[config.mk]
export PLATFORM = sky130hd
export DESIGN_NAME = gtc_div_pipe
export DESIGN_NICKNAME = d
export VERILOG_FILES = /design/src/sv/gtc_pkg.sv /design/src/sv/gtc_div_pipe.sv
export SDC_FILE = /design/constraint.sdc
export NUM_CORES = 2
export LEC_CHECK = 0
export ABC_AREA = 1
export BUFFER_PORTS_ARGS = -buffer_cell sky130_fd_sc_hd__buf_2
export CAP_MARGIN = 20
export CORE_AREA = 3 3 531 533
export CTS_BUF_LIST = sky130_fd_sc_hd__clkbuf_4
export DETAILED_ROUTE_END_ITERATION = 10
export DIE_AREA = 0 0 534 536
export PLACE_DENSITY = 0.51
export SLEW_MARGIN = 40
export SYNTH_ARGS = -nofsm -noshare
export SYNTH_HDL_FRONTEND = slang
export SYNTH_SLANG_ARGS = --single-unit
[constraint.sdc]
create_clock -name clk -period 17.8 [get_ports clk]
set_input_delay 1.78 -clock clk [delete_from_list [all_inputs] [get_ports clk]]
set_output_delay 1.78 -clock clk [all_outputs]
set_load 0.01 [all_outputs]
[src/sv/gtc_pkg.sv]
// ----------------------------------------------------------------------------
// gtc_pkg
// widths, codes and the log curve rom for the gray transfer curve generator
// ----------------------------------------------------------------------------
`default_nettype none

package gtc_pkg;

  localparam int IW              = 17;
  localparam int CFG_W           = 16;
  localparam int GRAY_W          = 8;
  localparam int LOG_FRAC_BITS   = 10;
  localparam int MAX_SAMPLE_BITS = 16;
  localparam int QW              = LOG_FRAC_BITS + 1;
  localparam int DW              = 3 * IW;
  localparam int RW              = DW + QW;
  localparam int LOG_ROM_DEPTH   = (1 << LOG_FRAC_BITS) + 1;

  localparam logic [2:0] MODE_LOG    = 3'd0;
  localparam logic [2:0] MODE_LINEAR = 3'd1;
  localparam logic [2:0] MODE_SQUARE = 3'd2;
  localparam logic [2:0] MODE_CUBE   = 3'd3;
  localparam logic [2:0] MODE_WINDOW = 3'd4;

  localparam logic [1:0] REG_CURVE_MODE  = 2'd0;
  localparam logic [1:0] REG_RANGE_LOW   = 2'd1;
  localparam logic [1:0] REG_RANGE_HIGH  = 2'd2;
  localparam logic [1:0] REG_SAMPLE_BITS = 2'd3;

  typedef struct packed {
    logic is_log;
    logic kill;
    logic flag;
  } side_t;

  typedef logic [GRAY_W-1:0] log_rom_t [LOG_ROM_DEPTH];

  // log10 of 1+9q/2^F by repeated squaring, scaled to 255
  function automatic logic [GRAY_W-1:0] log_entry(input int unsigned qq);
    logic [63:0] bq;
    logic [63:0] m;
    logic [63:0] l;
    bq = (64'd1 << LOG_FRAC_BITS) + 64'd9 * 64'(qq);
    l  = '0;
    if (bq >= (64'd10 << LOG_FRAC_BITS)) begin
      return 8'd255;
    end
    m = bq << (28 - LOG_FRAC_BITS);
    for (int k = 0; k < 24; k++) begin
      m = (m * m) >> 28;
      l = l << 1;
      if (m >= (64'd10 << 28)) begin
        l = l | 64'd1;
        m = m / 64'd10;
      end
    end
    l = (64'd255 * l) >> 24;
    return (l > 64'd255) ? 8'd255 : l[GRAY_W-1:0];
  endfunction

  function automatic log_rom_t build_log_rom();
    log_rom_t r;
    for (int q = 0; q < LOG_ROM_DEPTH; q++) begin
      r[q] = log_entry(q);
    end
    return r;
  endfunction

  localparam log_rom_t LOG_ROM = build_log_rom();

endpackage

`default_nettype wire

[src/sv/gtc_div_pipe.sv]
// ----------------------------------------------------------------------------
// gtc_div_pipe
// restoring divider, one quotient bit per stage, with elastic stage control
// ----------------------------------------------------------------------------
`default_nettype none

module gtc_div_pipe (
  input  logic                       clk,
  input  logic                       rst,
  input  logic                       in_valid,
  output logic                       in_ready,
  input  logic [gtc_pkg::RW-1:0]     in_num,
  input  logic [gtc_pkg::DW-1:0]     in_den,
  input  gtc_pkg::side_t             in_side,
  output logic                       out_valid,
  input  logic                       out_ready,
  output logic [gtc_pkg::QW-1:0]     out_quo,
  output gtc_pkg::side_t             out_side
);

  localparam int QW = gtc_pkg::QW;
  localparam int RW = gtc_pkg::RW;
  localparam int DW = gtc_pkg::DW;

  logic           v    [QW];
  logic [RW-1:0]  rem  [QW];
  logic [DW-1:0]  den  [QW];
  logic [QW-1:0]  quo  [QW];
  gtc_pkg::side_t side [QW];
  logic           rdy  [QW+1];

  // a stage takes a new item when empty or when its item moves on
  always_comb begin
    rdy[QW] = out_ready;
    for (int j = QW - 1; j >= 0; j--) begin
      rdy[j] = !v[j] || rdy[j+1];
    end
  end

  for (genvar j = 0; j < QW; j++) begin : g_stage
    localparam int B = QW - 1 - j;
    logic           src_v;
    logic [RW-1:0]  src_rem;
    logic [DW-1:0]  src_den;
    logic [QW-1:0]  src_quo;
    gtc_pkg::side_t src_side;
    logic [RW-1:0]  trial;
    logic           take;

    if (j == 0) begin : g_first
      assign src_v    = in_valid;
      assign src_rem  = in_num;
      assign src_den  = in_den;
      assign src_quo  = '0;
      assign src_side = in_side;
    end else begin : g_next
      assign src_v    = v[j-1];
      assign src_rem  = rem[j-1];
      assign src_den  = den[j-1];
      assign src_quo  = quo[j-1];
      assign src_side = side[j-1];
    end

    assign trial = RW'(src_den) << B;
    assign take  = (src_rem >= trial);

    always_ff @(posedge clk) begin
      if (rst) begin
        v[j] <= 1'b0;
      end else if (rdy[j]) begin
        v[j] <= src_v;
      end
    end

    always_ff @(posedge clk) begin
      if (rdy[j]) begin
        rem[j]  <= take ? (src_rem - trial) : src_rem;
        den[j]  <= src_den;
        quo[j]  <= {src_quo[QW-2:0], take};
        side[j] <= src_side;
      end
    end
  end

  assign in_ready  = rdy[0];
  assign out_valid = v[QW-1];
  assign out_quo   = quo[QW-1];
  assign out_side  = side[QW-1];

endmodule

`default_nettype wire

==> flow_metrics.env <==
export IMPL_power_switching_uw=8980
export IMPL_mappedNetlistArea_um2=97000
export IMPL_cell_internal_pwr_uw=8740
export IMPL_ff_latch_area_um2=37200
export IMPL_slew_viol_final=0
export IMPL_syn_inst=14500
export IMPL_gp_congestion=0.969
export IMPL_fp_coreArea_um2=277000
export IMPL_clkLatencyLatePin_ns=1.39
export IMPL_fill_cells=30500
export IMPL_r2r_start="v[10]$_DFFE_PP_"
export IMPL_start_util_pct=35.0
export IMPL_grt_max_degree=84
export IMPL_path_clk_slew_ns=0.07
export IMPL_crit_fanout=61
export IMPL_yosys_area_top_type_share_pct=38.4
export IMPL_p_sw_share_pct=50.7
export IMPL_seq_power_share_pct=29.4
export IMPL_drcViolationCount=0
export IMPL_htree_levels=5
export IMPL_irDropWorstVdd_v=0.0000585
export IMPL_fin_skew_ns=0.179
export IMPL_comb_power_share_pct=54.9
export IMPL_synth_edf_count=1240
export IMPL_power_leakage_uw=0.0586
export IMPL_clockPowerShare_pct=15.7
export IMPL_die_h_um=536
export IMPL_die_w_um=534
export IMPL_rows=193
export IMPL_cts_tree="built"
export IMPL_postCtsResizedCells=0
export IMPL_cts_sinks=1240
export IMPL_ioPinCount=136
export IMPL_r2r_cells=13
export IMPL_synth_ff_type="edfxtp_1"
export IMPL_ys_seq_area_share_pct=38.4
export IMPL_synth_nets=15200
export IMPL_synth_avg_cell_area_um2=6.67
export IMPL_multi_input_area_um2=46400
export IMPL_grt_pass1_vias=84400
export IMPL_synth_area_leaders="edfxtp_1 (38%), nand2_1 (24%), inv_1 (13%), ha_1 (7.2%), nor2_1 (4.0%)"
export IMPL_antenna_found_initial=17
export IMPL_drtIter0Drc=7170
export IMPL_min_period_ns=7.83
export IMPL_io_buffers=135
export IMPL_final_util_pct=38.5
export IMPL_criticalPathCategory="in -> out"
export IMPL_rsz0062_at_grt="false"
export IMPL_clock_fmax_mhz=128
export IMPL_drt_pre_antenna_iters=8
export IMPL_finalCritPeriodShare_pct=44.0
export IMPL_viasPerCell=4.66
export IMPL_critPathArrivalTime_ns=6.05
export IMPL_hold_violations=0
export IMPL_drt_wl_total_um=386000
export IMPL_drive_gt1_share_pct=5.61
export IMPL_placedCellCount=18300
export IMPL_stdcell_count=19000
export IMPL_min_path_cells=0
export IMPL_rrSetupSlack_ns=12.43
export IMPL_cp_start_kind="input pin"
export IMPL_vias=88400
export IMPL_finalNetCount=15700
export IMPL_hold_end="side[6][2]$_DFFE_PP_"
export IMPL_tightest_slew_ns=0.864
export IMPL_clockBufferDepth=4
export IMPL_die_area_um2=286000
export IMPL_hold_path_class="reg -> reg"
export IMPL_drv_cap=0
export IMPL_ys_seq_elements=1240
export IMPL_max_slew_margin_pct=42.4
export IMPL_wl_per_cell_um=20.4
export IMPL_outcome="finished clean"
export IMPL_rr_endpoint="rem[0][43]$_DFFE_PP_"
export IMPL_cts_root_buffer="clkbuf_4"
export IMPL_hpwl_um=328000
export IMPL_grt_pass1_wl_um=558000
export IMPL_end_kind="primary output"
export IMPL_area_delta_synth_final_pct=9.98
export IMPL_grtUsageTotal_pct=26.4
export IMPL_setup_violations=0
export IMPL_yosys_warnings=0
export IMPL_power_density_nw_per_um2=166
export IMPL_fin_setup_tns_ns=0
export IMPL_postCtsSetupBuffers=0
export IMPL_min_delay_start="side[5][2]$_DFFE_PP_"
export IMPL_ant_nets=0
export IMPL_cts_inserted_buffers=362
export IMPL_yosysTopAreaCell="edfxtp_1"
export IMPL_cts_hold_buffers=0
export IMPL_yosysUniqueCellTypes=41
export IMPL_required_ns=16.02
export IMPL_ys_async_sr_fraction_pct=0
export IMPL_overflow=0
[through the flow]
| step | hold WS [ns] | area (µm²) | setup slack (ns) | total power, µW |
|---|---|---|---|---|
| after detailed placement | 0.405 | 102000 | 9.88 | 14900 |
| after floorplan | 0.400 | 97000 | 3.53 | 11200 |
| after CTS | 0.337 | 107000 | 9.85 | 17800 |
| final | 0.332 | 107000 | 9.97 | 17700 |
| after global routing | 0.317 | 107000 | 9.68 | 19200 |
| after global placement | 0.401 | 102000 | 9.93 | 14900 |
[synthesized netlist by cell type, types with 5 or more instances]
master / instances
nor2_2: 27
o21bai_1: 20
nand3b_1: 148
o211ai_1: 5
nor3_1: 94
o21ai_0: 101
and2_0: 10
xor2_1: 237
nand3_1: 612
xnor2_1: 49
a21oi_2: 23
or2_2: 14
buf_2: 80
inv_1: 3368
nand3_2: 5
buf_6: 21
and2_1: 43
nand2_4: 6
nor4_1: 12
nand4_1: 125
a21oi_1: 332
a21boi_0: 9
nand2_1: 6263
fa_1: 10
o21ai_1: 16
ha_1: 561
o21ai_2: 10
inv_2: 25
nor2_1: 1044
nand2_2: 12
edfxtp_1: 1240
[critical path: stages]
cell     delay (ns)
buf_2          0.10
inv_1          0.05
nand2_2        0.36
nor2_2         0.49
nand2_8        0.39
nor2_4         0.34
nand2_8        0.31
nor2_4         0.35
nand2_8        0.28
nor2_4         0.27
nand2_4        0.22
nor2_2         0.32
nand2_4        0.42
buf_2          0.29
[worst max-delay path by stage]
stage	start	endpoint	slack, ns	cells after the start
after floorplan	out_ready	in_ready	3.53	12
after global placement	out_ready	in_ready	9.93	14
after detailed placement	out_ready	in_ready	9.88	14
after CTS	v[10]$_DFFE_PP_	in_ready	9.85	12
after global routing	v[10]$_DFFE_PP_	in_ready	9.68	12
final	out_ready	in_ready	9.97	14
[kinds of logic (layout without fill, tap and decap cells)]
group	count (synthesis)	in the layout	synth area share [%]
compound gates	521	521	2.92
xor+xnor	286	286	2.58
fa+ha+maj	571	571	7.44
buf+inv	3501	4195	13.8
flops	1240	1240	38.4
other cells	0	14	0
simple gates	8425	8425	34.8
[layout make-up]
type | count | share of cell area (%)
Tap cell | 3705 | 4.35
Clock inverter | 155 | 0.966
Sequential cell | 1240 | 34.9
Antenna cell | 14 | 0.0328
Multi-Input combinational cell | 9803 | 43.5
Clock buffer | 478 | 3.36
Timing Repair Buffer | 167 | 0.894
Inverter | 3395 | 12.0
[state kept, by name (all words and copies together), names as in the netlist]
signal and flops:
v 11, den 510, side 33, quo 66
rem 620
[per-layer routing]
metal | up-vias | global-route usage, % | share of wire [%]
met1 | 40000 | 32.4 | 42
li1 | 45200 | - | -
met4 | 6 | 11.4 | 4.9
met3 | 645 | 2.85 | 4.9
met2 | 2550 | 46.6 | 49
met5 | - | 0 | 0.013
[power groups by stage]
stage	clock network (µW)	registers (µW)	logic (µW)
final	2790	5210	9730
after global routing	3050	5240	10900
after CTS	2890	5210	9680
after detailed placement	0	5270	9630
after global placement	0	5270	9660
after floorplan	0	4710	6500
[cell usage in the layout (no fill, tap or decap), types with 20 or more instances in the layout]
master,Yosys,layout
inv_2,25,29
clkinv_2,0,43
clkinv_1,2,84
nor2_1,1044,1044
o21bai_1,20,20
nor2_2,27,26
nand3_1,612,612
a21oi_1,332,332
o21ai_0,101,101
and2_1,43,43
buf_4,2,22
buf_2,80,135
edfxtp_1,1240,1240
nor3_1,94,93
inv_1,3368,3363
nand2_1,6263,6260
clkbuf_4,0,478
xor2_1,237,237
nand3b_1,148,148
ha_1,561,561
nand4_1,125,125
a21oi_2,23,23
xnor2_1,49,49
No activity file was read; power rests on OpenSTA's default activity.
